### src/rtl/core/hap_pkg.sv
// Shared constants, types and a helper function of the hex ARGB color parser.
package hap_pkg;

  localparam int MaxDigitsDefault = 32;

  localparam int StatusW  = 2;
  localparam int ConsumedW = 7;
  localparam int ArgbW    = 32;

  localparam logic [StatusW-1:0] StatusOk      = 2'd0;
  localparam logic [StatusW-1:0] StatusShort   = 2'd1;
  localparam logic [StatusW-1:0] StatusLong    = 2'd2;
  localparam logic [StatusW-1:0] StatusNoHash  = 2'd3;

  localparam logic [7:0] CharHash = 8'h23;

  localparam logic [3:0] NibbleFill = 4'hF;
  localparam logic [7:0] AlphaOpaque = 8'hFF;

  // Digit count with an alpha group that still uses three groups.
  localparam int ThreeGroupCount = 12;

  typedef struct packed {
    logic [ArgbW-1:0]     argb;
    logic [StatusW-1:0]   status;
    logic [ConsumedW-1:0] consumed;
  } result_t;

  typedef struct packed {
    logic       is_hex;
    logic [3:0] nibble;
  } hex_digit_t;

  function automatic hex_digit_t hex_decode(input logic [7:0] ch);
    hex_digit_t d;
    d.is_hex = 1'b0;
    d.nibble = 4'd0;
    if (ch >= 8'h30 && ch <= 8'h39) begin
      d.is_hex = 1'b1;
      d.nibble = ch[3:0];
    end else if ((ch >= 8'h41 && ch <= 8'h46) || (ch >= 8'h61 && ch <= 8'h66)) begin
      d.is_hex = 1'b1;
      d.nibble = 4'(ch[2:0] + 3'd1) + 4'd8;
    end
    return d;
  endfunction

endpackage

### src/rtl/core/hap_char_if.sv
// Character input channel: valid/ready handshake with one string byte and a start mark.
interface hap_char_if;
  logic       valid;
  logic       ready;
  logic [7:0] character;
  logic       start_req;

  modport source (output valid, output character, output start_req, input ready);
  modport sink (input valid, input character, input start_req, output ready);
endinterface

### src/rtl/core/hap_color_if.sv
// Color result channel: valid/ready handshake with the ARGB word, status and count.
interface hap_color_if;
  logic                             valid;
  logic                             ready;
  logic [hap_pkg::ArgbW-1:0]        argb;
  logic [hap_pkg::StatusW-1:0]      status;
  logic [hap_pkg::ConsumedW-1:0]    consumed;

  modport source (output valid, output argb, output status, output consumed, input ready);
  modport sink (input valid, input argb, input status, input consumed, output ready);
endinterface

### src/rtl/core/hex_argb_color_parser.sv
// Top level of the hex ARGB color parser: input register, digit collection and result register.
//
// Takes one character per cycle on chars while colors is not stalled, and gives at most one
// ARGB result on colors for each string, on the non-hex character that ends its digits or on
// a start character that is not '#'. Every character passes through the input register, and a
// character that ends a string loads the result register from there once that register is
// free. A new character is taken in every cycle while colors keeps draining. The digits are
// not kept as a string: the leading digits of each group are written into a small set of
// lanes, one per possible group width, so the final word is assembled in the same cycle the
// terminating character is processed.
module hex_argb_color_parser #(
  parameter int MAX_DIGITS = hap_pkg::MaxDigitsDefault
) (
  input logic         clk,
  input logic         rst,
  hap_char_if.sink    chars,
  hap_color_if.source colors
);

  localparam int NumLanes = MAX_DIGITS / 3;
  localparam int CountW = $clog2(MAX_DIGITS + 1);
  localparam logic PhaseIdle = 1'b0;
  localparam logic PhaseCollect = 1'b1;

  logic                                in_valid;
  logic [7:0]                          in_char;
  logic                                in_start;
  logic                                phase;
  logic [CountW-1:0]                   count;
  logic                                overflowed;
  logic                                out_free;
  logic                                stage_go;
  logic                                emit;
  hap_pkg::result_t                    emit_result;
  hap_pkg::result_t                    finish_result;
  hap_pkg::hex_digit_t                 digit;
  logic                                digit_wr;
  logic [NumLanes-1:0][3:0][1:0][3:0]  lane_nib;

  assign out_free = !colors.valid || colors.ready;
  assign chars.ready = !in_valid || out_free;
  assign stage_go = in_valid && out_free;
  assign digit = hap_pkg::hex_decode(in_char);
  assign digit_wr = stage_go && !in_start && (phase == PhaseCollect) && digit.is_hex
                    && (count < CountW'(MAX_DIGITS));

  always_ff @(posedge clk) begin
    if (rst) begin
      in_valid <= 1'b0;
    end else if (chars.valid && chars.ready) begin
      in_valid <= 1'b1;
    end else if (stage_go) begin
      in_valid <= 1'b0;
    end
  end

  always_ff @(posedge clk) begin
    if (chars.valid && chars.ready) begin
      in_char <= chars.character;
      in_start <= chars.start_req;
    end
  end

  hap_digit_lanes #(.MAX_DIGITS(MAX_DIGITS)) u_lanes (
    .clk      (clk),
    .wr_en    (digit_wr),
    .wr_index (count),
    .wr_nibble(digit.nibble),
    .lane_nib (lane_nib)
  );

  hap_assemble #(.MAX_DIGITS(MAX_DIGITS)) u_assemble (
    .count     (count),
    .overflowed(overflowed),
    .lane_nib  (lane_nib),
    .result    (finish_result)
  );

  always_comb begin
    emit = 1'b0;
    emit_result = finish_result;
    if (in_start) begin
      emit = (in_char != hap_pkg::CharHash);
      emit_result.argb = '0;
      emit_result.status = hap_pkg::StatusNoHash;
      emit_result.consumed = '0;
    end else if (phase == PhaseCollect && !digit.is_hex) begin
      emit = 1'b1;
    end
  end

  always_ff @(posedge clk) begin
    if (rst) begin
      phase <= PhaseIdle;
      count <= '0;
      overflowed <= 1'b0;
    end else if (stage_go) begin
      if (in_start) begin
        count <= '0;
        overflowed <= 1'b0;
        phase <= (in_char == hap_pkg::CharHash) ? PhaseCollect : PhaseIdle;
      end else if (phase == PhaseCollect) begin
        if (digit.is_hex) begin
          if (count < CountW'(MAX_DIGITS)) begin
            count <= count + 1'b1;
          end else begin
            overflowed <= 1'b1;
          end
        end else begin
          phase <= PhaseIdle;
        end
      end
    end
  end

  // The result register is reloaded only on a transfer out or while it is empty.
  always_ff @(posedge clk) begin
    if (rst) begin
      colors.valid <= 1'b0;
    end else if (stage_go && emit) begin
      colors.valid <= 1'b1;
    end else if (colors.ready) begin
      colors.valid <= 1'b0;
    end
  end

  always_ff @(posedge clk) begin
    if (stage_go && emit) begin
      colors.argb <= emit_result.argb;
      colors.status <= emit_result.status;
      colors.consumed <= emit_result.consumed;
    end
  end

  a_count_bound : assert property (@(posedge clk) disable iff (rst)
    count <= CountW'(MAX_DIGITS))
    else $error("digit count above the store size");

  a_overflow_full : assert property (@(posedge clk) disable iff (rst)
    overflowed |-> (count == CountW'(MAX_DIGITS)))
    else $error("overflow flagged with room left in the store");

  a_error_zero : assert property (@(posedge clk) disable iff (rst)
    (colors.valid && colors.status != hap_pkg::StatusOk)
      |-> (colors.argb == '0 && colors.consumed == '0))
    else $error("error result carries a color or a count");

  a_ok_consumed : assert property (@(posedge clk) disable iff (rst)
    (colors.valid && colors.status == hap_pkg::StatusOk)
      |-> (colors.consumed >= 7'd4 && colors.consumed <= 7'(MAX_DIGITS + 1)))
    else $error("ok result with a consumed count out of range");

endmodule

### src/rtl/core/hap_digit_lanes.sv
// Digit capture lanes: one lane per group width, holding the two leading digits of each group.
module hap_digit_lanes #(
  parameter int MAX_DIGITS = hap_pkg::MaxDigitsDefault,
  localparam int NumLanes = MAX_DIGITS / 3,
  localparam int CountW = $clog2(MAX_DIGITS + 1)
) (
  input  logic                                 clk,
  input  logic                                 wr_en,
  input  logic [CountW-1:0]                    wr_index,
  input  logic [3:0]                           wr_nibble,
  output logic [NumLanes-1:0][3:0][1:0][3:0]   lane_nib
);

  // Lane l serves group width l+1; slot (j, d) holds digit j*(l+1)+d.
  for (genvar l = 0; l < NumLanes; l++) begin : g_lane
    for (genvar j = 0; j < 4; j++) begin : g_group
      for (genvar d = 0; d < 2; d++) begin : g_digit
        always_ff @(posedge clk) begin
          if (wr_en && (int'(wr_index) == j * (l + 1) + d)) begin
            lane_nib[l][j][d] <= wr_nibble;
          end
        end
      end
    end
  end

endmodule

### src/rtl/core/hap_assemble.sv
// Result assembly: picks the lane for the final group width and packs the ARGB word.
module hap_assemble #(
  parameter int MAX_DIGITS = hap_pkg::MaxDigitsDefault,
  localparam int NumLanes = MAX_DIGITS / 3,
  localparam int LaneW = $clog2(NumLanes),
  localparam int CountW = $clog2(MAX_DIGITS + 1)
) (
  input  logic [CountW-1:0]                    count,
  input  logic                                 overflowed,
  input  logic [NumLanes-1:0][3:0][1:0][3:0]   lane_nib,
  output hap_pkg::result_t                     result
);

  logic [15:0]                 third_prod;
  logic [6:0]                  n_ext;
  logic [6:0]                  group_w;
  logic                        has_alpha;
  logic                        single;
  logic [LaneW-1:0]            lane_sel;
  logic [3:0][1:0][3:0]        lane;
  logic [1:0]                  base;
  logic [7:0]                  alpha;
  logic [7:0]                  red;
  logic [7:0]                  green;
  logic [7:0]                  blue;
  logic [6:0]                  used;

  assign n_ext = 7'(count);
  // n/3 as n*171 >> 9, exact for every count below 512.
  assign third_prod = 16'(n_ext) * 16'd171;
  assign has_alpha = (n_ext[1:0] == 2'd0) && (n_ext != 7'(hap_pkg::ThreeGroupCount));
  assign group_w = has_alpha ? (n_ext >> 2) : third_prod[15:9];
  assign single = (group_w == 7'd1);
  assign lane_sel = LaneW'(group_w - 7'd1);
  assign lane = lane_nib[lane_sel];
  assign base = has_alpha ? 2'd1 : 2'd0;

  always_comb begin
    alpha = has_alpha ? {lane[0][0], single ? hap_pkg::NibbleFill : lane[0][1]}
                      : hap_pkg::AlphaOpaque;
    red   = {lane[base][0], single ? hap_pkg::NibbleFill : lane[base][1]};
    green = {lane[base + 2'd1][0], single ? hap_pkg::NibbleFill : lane[base + 2'd1][1]};
    blue  = {lane[base + 2'd2][0], single ? hap_pkg::NibbleFill : lane[base + 2'd2][1]};
    used  = has_alpha ? 7'(7'd1 + (group_w << 2)) : 7'(7'd1 + group_w + (group_w << 1));
  end

  always_comb begin
    result.argb = '0;
    result.consumed = '0;
    if (overflowed) begin
      result.status = hap_pkg::StatusLong;
    end else if (n_ext < 7'd3) begin
      result.status = hap_pkg::StatusShort;
    end else begin
      result.status = hap_pkg::StatusOk;
      result.argb = {alpha, red, green, blue};
      result.consumed = used;
    end
  end

endmodule

### src/flat_wrapper.sv
// flat-port wrapper written by rule: the top's interface ports become plain ports
module hex_argb_color_parser_flat 
#(
  parameter int MAX_DIGITS = hap_pkg::MaxDigitsDefault
)
  (clk, rst, chars_valid, chars_character, chars_start_req, chars_ready, colors_valid, colors_argb, colors_status, colors_consumed, colors_ready);
  hap_char_if chars_i ();
  hap_color_if colors_i ();
  input logic clk;
  input logic rst;
  input wire logic [$bits(chars_i.valid)-1:0] chars_valid;
  input wire logic [$bits(chars_i.character)-1:0] chars_character;
  input wire logic [$bits(chars_i.start_req)-1:0] chars_start_req;
  output wire logic [$bits(chars_i.ready)-1:0] chars_ready;
  output wire logic [$bits(colors_i.valid)-1:0] colors_valid;
  output wire logic [$bits(colors_i.argb)-1:0] colors_argb;
  output wire logic [$bits(colors_i.status)-1:0] colors_status;
  output wire logic [$bits(colors_i.consumed)-1:0] colors_consumed;
  input wire logic [$bits(colors_i.ready)-1:0] colors_ready;
  assign chars_i.valid = chars_valid;
  assign chars_i.character = chars_character;
  assign chars_i.start_req = chars_start_req;
  assign chars_ready = chars_i.ready;
  assign colors_valid = colors_i.valid;
  assign colors_argb = colors_i.argb;
  assign colors_status = colors_i.status;
  assign colors_consumed = colors_i.consumed;
  assign colors_i.ready = colors_ready;
  hex_argb_color_parser #(.MAX_DIGITS(MAX_DIGITS)) u_core (.clk(clk), .rst(rst), .chars(chars_i), .colors(colors_i));
endmodule
### config.mk
export PLATFORM = sky130hd
export DESIGN_NAME = hex_argb_color_parser_flat
export DESIGN_NICKNAME = d
export VERILOG_FILES = /design/src/rtl/core/hap_pkg.sv /design/src/rtl/core/hap_char_if.sv /design/src/rtl/core/hap_color_if.sv /design/src/rtl/core/hex_argb_color_parser.sv /design/src/rtl/core/hap_digit_lanes.sv /design/src/rtl/core/hap_assemble.sv /design/src/flat_wrapper.sv
export SDC_FILE = /design/constraint.sdc
export NUM_CORES = 1
export LEC_CHECK = 0
export BUFFER_PORTS_ARGS = -buffer_cell sky130_fd_sc_hd__buf_2
export CAP_MARGIN = 40
export CORE_MARGIN = 3
export CORE_UTILIZATION = 25
export DETAILED_ROUTE_END_ITERATION = 8
export SYNTH_ARGS = -nofsm -noshare
export SYNTH_HDL_FRONTEND = slang
export SYNTH_SLANG_ARGS = --single-unit
### constraint.sdc
create_clock -name clk -period 11.5 [get_ports clk]
set_input_delay 1.725 -clock clk [delete_from_list [all_inputs] [get_ports clk]]
set_output_delay 1.725 -clock clk [all_outputs]
set_load 0.1 [all_outputs]
# Yosys cells after proc, flatten, opt, wreduce, memory -nomap -nowiden
# Index checks and enable logic that the tools add are counted.
[word_totals] word_cells=192 reg_bits=176
[op_classes] n_mul=1 muxes=38 n_eq_ne=33 n_lt_le_gt_ge=12 n_reduce_logical=59 n_addsub=9
[ops] operator="$bmux 32 s4" n=1
[ops] operator="$eq 6x6->1 const B" n=13
[ops] operator="$bmux 8 s2" n=3
[ops] operator="$eq 6x5->1 const B" n=8
[ops] operator="$logic_and 1x1->1" n=41
[ops] operator="$mux 32" n=1
[ops] operator="$mux 8" n=4
[ops] operator="$eq 6x4->1 const B" n=4
[ops] operator="$mux 6" n=4
[ops] operator="$mux 1" n=17
[ops] operator="$ge 8x7->1 const B" n=2
[ops] operator="$le 8x7->1 const B" n=2
[ops] operator="$mux 4" n=4
[ops] operator="$mux 5" n=3
[ops] operator="$mul 6x8->14 const B" n=1
[ops] operator="$eq 6x3->1 const B" n=2
[ops] operator="$reduce_bool 2->1" n=5
[ops] operator="$eq 8x6->1 const B" n=1
[ops] operator="$ge 8x6->1 const B" n=1
[ops] operator="$le 8x6->1 const B" n=1
[ops] operator="$ne 8x6->1 const B" n=1
[ops] operator="$reduce_and 4->1" n=2
[ops] operator="$add 1x7->7 const A" n=1
[ops] operator="$add 6x6->7" n=1
[ops] operator="23 further kinds" n=29

# Depth between registers and ports, before layout
[logic_depth] word_depth=11 depth_mapped=24 depth_no_buf=23

# Modules after synthesis
# Synthesis repeated with hierarchy kept, for this count alone.
[unflattened] cells_unflattened=1036 area_unflattened_um2=12249.2
[modules_own_cells] mod="hap_digit_lanes" seq_area_each_um2=3483.3 n_inst=1 cells_per_inst=364 area_per_inst_um2=5256.3
[modules_own_cells] mod="hap_assemble" seq_area_each_um2=0.0 n_inst=1 cells_per_inst=483 area_per_inst_um2=4441.8
[modules_own_cells] mod="hex_argb_color_parser" seq_area_each_um2=1701.6 n_inst=1 cells_per_inst=189 area_per_inst_um2=2551.2

# Least setup slack after synthesis
# OpenSTA, ideal clock, no wires.
[synth_path] kind="register -> register" from="register u_core.count[4]" to="register u_core.colors.argb[10], data pin" arrival_ns=5.251 stages_incl_launch_ff=23 t_required_ns=11.239 setup_slack_ns=5.988 setup_ns=0.261 path_cell_list="dfxtp_1 > inv_1 > ha_1 > ha_1 > a21o_1 > fa_1 > ha_1 > a21oi_2 > o221ai_1 > o21ai_2 > nand3_4 > buf_4 > buf_2 > buf_2 > ha_1 > buf_2 > buf_2 > clkbuf_1 > mux4_2 > mux2i_1 > nor3_1 > a311oi_1 > nor2_1"
[synth_between] elab_chain_cells=9
[synth_rtl] element="start, declared" line_no="hex_argb_color_parser.sv:29" text="logic [CountW-1:0] count;"
[synth_rtl] element="start signal, assigned" line_no="hex_argb_color_parser.sv:105" text="count <= count + 1'b1;"
[synth_rtl] element="branches (longest 9 deep; another with $mul 6x8->14)"
[synth_rtl] element="end, declared" line_no="hap_color_if.sv:9" text="modport source (output valid, output argb, output status, output consumed, input ready);"
# Several ways; the timed one is not identified. The select of a mux whose other input is x is not followed.
# A chain may end at the register's enable or synchronous reset.

# Worst setup path after layout
[layout_path] from="register u_core.count[5]" to="register u_core.colors.argb[20], data pin"
[layout_between] elab_chain_cells=8
[layout_rtl] element="branches (longest 8 deep; another with $mul 6x8->14)"
# Several ways; the timed one is not identified. The select of a mux whose other input is x is not followed.

==> flow_results.org <==
** Route
- After detailed routing, the wire length on met1 is 11300 µm.
- Total wire length :: 24600 µm
- Count of nets left with antenna violations after detail routing :: 0
- After detailed routing, the met3 layer carries 1460 µm of wire.
- In the final routed layout, each cell accounts on average for 18.7 µm.
- The highest metal layer carrying signal wires in the routed design is met4.
- Detailed-route vias per instance :: 4.87
- Before antenna repair, the detailed router went through 6 iterations.
- After detailed routing, the number of remaining DRC violations is 0.
- Summing over every cut layer, the via total after detailed routing is 6386.
- After detailed routing, the met2 layer carries 11400 µm of wire.
- Number of violations reported at the end of detailed-routing iteration 0 :: 646

** STA
- Fmax :: 170 MHz
- Setup repair after global routing left no endpoint under its margin.
- At the pin with the least slew margin, the transition time is 0.874 ns.
- Clock Skew :: 0.00965 ns
- The number of slew-limit violations in the final report came to 0.
- The worst pin sits at a relative slew slack of 0.418.
- Final hold slack :: 0.503 ns
- Final critical-path setup slack :: 5.62 ns
- Setup Total Neg Slack :: 0 ns
- Dividing the final minimum period by the clock period gives 0.512.
- Setup violations remaining at the end of the flow were counted as 0.
- The count of final hold-check violations is 0.
- The routed design could run at a clock period as short as 5.88 ns.

** Placement
- Buffers on Ports :: 55
- At the end of routability-driven placement, the weighted congestion stood at 0.910.
- The wire-length estimate of the detail-placed layout is 18000 µm.
- Pre-CTS setup slack :: 5.70 ns
- Once placement completed, the tool counted placed cells totaling 1280.

** Worst setup path
- Critical path's most frequent cell :: sky130_fd_sc_hd__nand2_1
- For the worst setup path, the data arrival time is 6.07 ns.
- CP required :: 11.69 ns
- Sequence of cells on the critical path :: inv_1, ha_1, ha_1, a21o_1, fa_1, ha_1, o211ai_2, a21o_1, nand2_1, nand2_1, nand2_1, a21oi_1, xnor2_1, nand2_1, and2_1, ha_2, buf_4, mux4_2, and3_1, o311a_1
- Worst-case register-to-register setup slack :: 5.62 ns
- CP Launch Type :: flop
- On the worst path, the slowest cell contributes a delay of 0.65 ns.
- Worst-path cell with the longest stage delay :: sky130_fd_sc_hd__mux4_2
- The worst setup path is captured at a flop.
- Along the worst path, the maximum fanout reaches 55.
- Category of the critical setup timing path :: reg -> reg

** Layout
- The net count of the finished layout is 850.
- Leading cell type in the layout, fill and taps excluded :: sky130_fd_sc_hd__edfxtp_1
- Most frequent cells in the layout :: sky130_fd_sc_hd__edfxtp_1 (166), sky130_fd_sc_hd__nand2_1 (107), sky130_fd_sc_hd__nor2_1 (76)
- Area growth from synthesis to layout :: 15.2%
- Filler-free cell count of the finished design :: 1312
- Count of inserted antenna diode cells :: 0
- Share of layout cells above drive strength 1 :: 0.222

** Logic synthesis
- The cell count after synthesis came out at 742.
- Share of synthesized area occupied by flip-flops and latches :: 0.542
- Count of yosys warnings during synthesis :: 0
- Post-synthesis area per instance :: 12.9 µm²
- The most used flip-flop cell after synthesis is sky130_fd_sc_hd__edfxtp_1.
- Counting every net in the synthesized netlist gives 804.
- Compound-Gate Fraction of Synth Area :: 0.0993
- After synthesis, the largest family of logic cells by area is multiplexers.
- Of the total synthesized cell area, the portion taken by AND, OR, NAND and NOR gates is 0.117.
- Register bit total from synthesis :: 176
- Of the post-synthesis cell area, the part taken by muxes is 0.127.
- Number of flops mapped to enable cells by yosys :: 166
- Async set-reset flop share out of synthesis :: 0
- Cell area after synthesis :: 0.00957 mm²
- Post-synthesis adder-cell area fraction :: 0.0688
- Count of unique library cells instantiated by Yosys :: 66
- Xor and xnor area share after synthesis :: 0.0149

** Floorplan
- In this run the count of I/O pins placed on the die edge is 56.
- Std-Cell Rows :: 71
- The die covers 0.0407 mm².
- The core region is 0.0377 mm².
- Initial core utilization :: 0.254
- Vertical die dimension :: 202 µm
- DIE WIDTH :: 202 µm

** Outcome
- The flow ran to the end, and the final reports show no timing, DRC or antenna violations.

** Clocking
- Count of hold buffers inserted by post-cts repair :: 0
- Total number of clock tree sinks :: 176
- Clock latency on the worst-skew pair, taken at its later pin, is 0.44 ns.
- Clock buffers created by TritonCTS :: 17
- Clk Tree Root Cell :: sky130_fd_sc_hd__clkbuf_16
- Post-CTS repair changed the size of 0 cells.
- Max clock buf depth :: 2
- CTS tree :: yes
- Clock input transition at the sequential cells of the worst setup and hold paths :: 0.07 ns
- In this run the number of H-tree levels came out at 4.
- After clock tree synthesis, the setup repair step added 0 buffers.

** Global route
- Entering global routing, the biggest net connects 56 pins.
- Wire length of the first global-routing pass :: 38300 µm
- The initial antenna violation count is 0.
- After global routing the overflow that remains totals 0.
- The number of global-route vias before repair is 6279.
- Global router's overall resource usage :: 0.122

** Power and ir drop
- For this design the static power due to leakage is 0.00389 µW.
- Power per unit of standard cell area :: 123 mW/mm²
- Peak ir drop on the vdd network :: 0.109 mV
- Total power after layout :: 1350 µW

** Min path
- The path class of the tightest hold or removal check is reg -> reg.

** Job
- Across the run, the number of max-cap violations was 0.
-- flip-flops by register name, summed over array words and instances (netlist names) --
register                 count
u_core.in_char               8
u_core.count                 6
u_core.colors.valid          1
u_core.phase                 1
u_core.colors.status         2
u_core.u_lanes.lane_nib    116
u_core.colors.argb          32
u_core.overflowed            1
u_core.colors.consumed       7
u_core.in_start              1
u_core.in_valid              1
-- cell type report --
| cell class | instances | area [µm²] |
|---|---|---|
| fill | 3839 | 26600 |
| multi-input combinational | 507 | 4120 |
| tap | 511 | 639 |
| inverter | 19 | 78.8 |
| timing repair buffer | 67 | 418 |
| clock inverter | 15 | 155 |
| clock buffer | 17 | 425 |
| sequential | 176 | 5180 |
-- worst paths after layout --
| check | from | cells past startpoint | end |
|---|---|---|---|
| worst max-delay path | u_core.count[5] | 20 | u_core.colors.argb[20] |
| worst min-delay path | u_core.overflowed | 2 | u_core.overflowed |
| worst max register to register | u_core.count[5] | 20 | u_core.colors.argb[20] |
| worst min register to register | u_core.overflowed | 2 | u_core.overflowed |
-- cell usage after synthesis, drive strengths merged, types with 7 or more instances --
cell type	instances	share of area
edfxtp	166	0.52
nand2	109	0.043
nor2	77	0.030
mux4	48	0.11
ha	43	0.056
a21oi	39	0.022
buf	29	0.019
o21ai	25	0.013
nor3	23	0.013
inv	19	0.0082
a211oi	15	0.012
mux2i	13	0.014
clkbuf	11	0.0043
dfxtp	10	0.021
a21o	9	0.0071
a211o	8	0.0073
a311oi	8	0.0073
o311a	8	0.0084
xnor2	8	0.011
and2	7	0.0048
nand4	7	0.0046
-- cells by family after synthesis --
| kind of cell | after synthesis |
|---|---|
| AOI/OAI and AO/OA | 135 |
| xor gates and xnor gates | 12 |
| adders and majority gates | 49 |
| buffers and inverters | 59 |
| DFF | 176 |
| muxes | 61 |
| and+or+nand+nor | 250 |
-- metal layers --
layer	track usage	vias up
li1	-	2929
met1	0.172	3172
met2	0.193	255
met3	0.0196	30
met4	0.0394	0
met5	0	-
-- critical path: cells and delay by family (launching register included) --
kind / cells / cell delay [ns]
AO/OA/AOI/OAI: 5 / 0.97
XOR/XNOR: 1 / 0.18
adder cells (fa/ha/maj): 5 / 1.74
buffers and inverters: 2 / 0.77
flip-flops: 1 / 0.47
multiplexers: 1 / 0.65
AND/OR/NAND/NOR: 6 / 0.78
-- where the power goes --
| part | total (µW) | switching, µW | internal [µW] |
|---|---|---|---|
| registers | 707 | 3.88 | 703 |
| logic | 63.3 | 51.6 | 11.7 |
| clock network | 583 | 261 | 322 |
-- stage by stage --
| stage | cell area (µm²) | utilization |
|---|---|---|
| CTS | 11000 | 0.293 |
| floorplan | 9570 | - |
| detailed placement | 10400 | 0.277 |
| global route | 11000 | 0.293 |
| finish | 11000 | 0.293 |
| global placement | 10400 | 0.275 |
(Power assumes the default switching activity.)
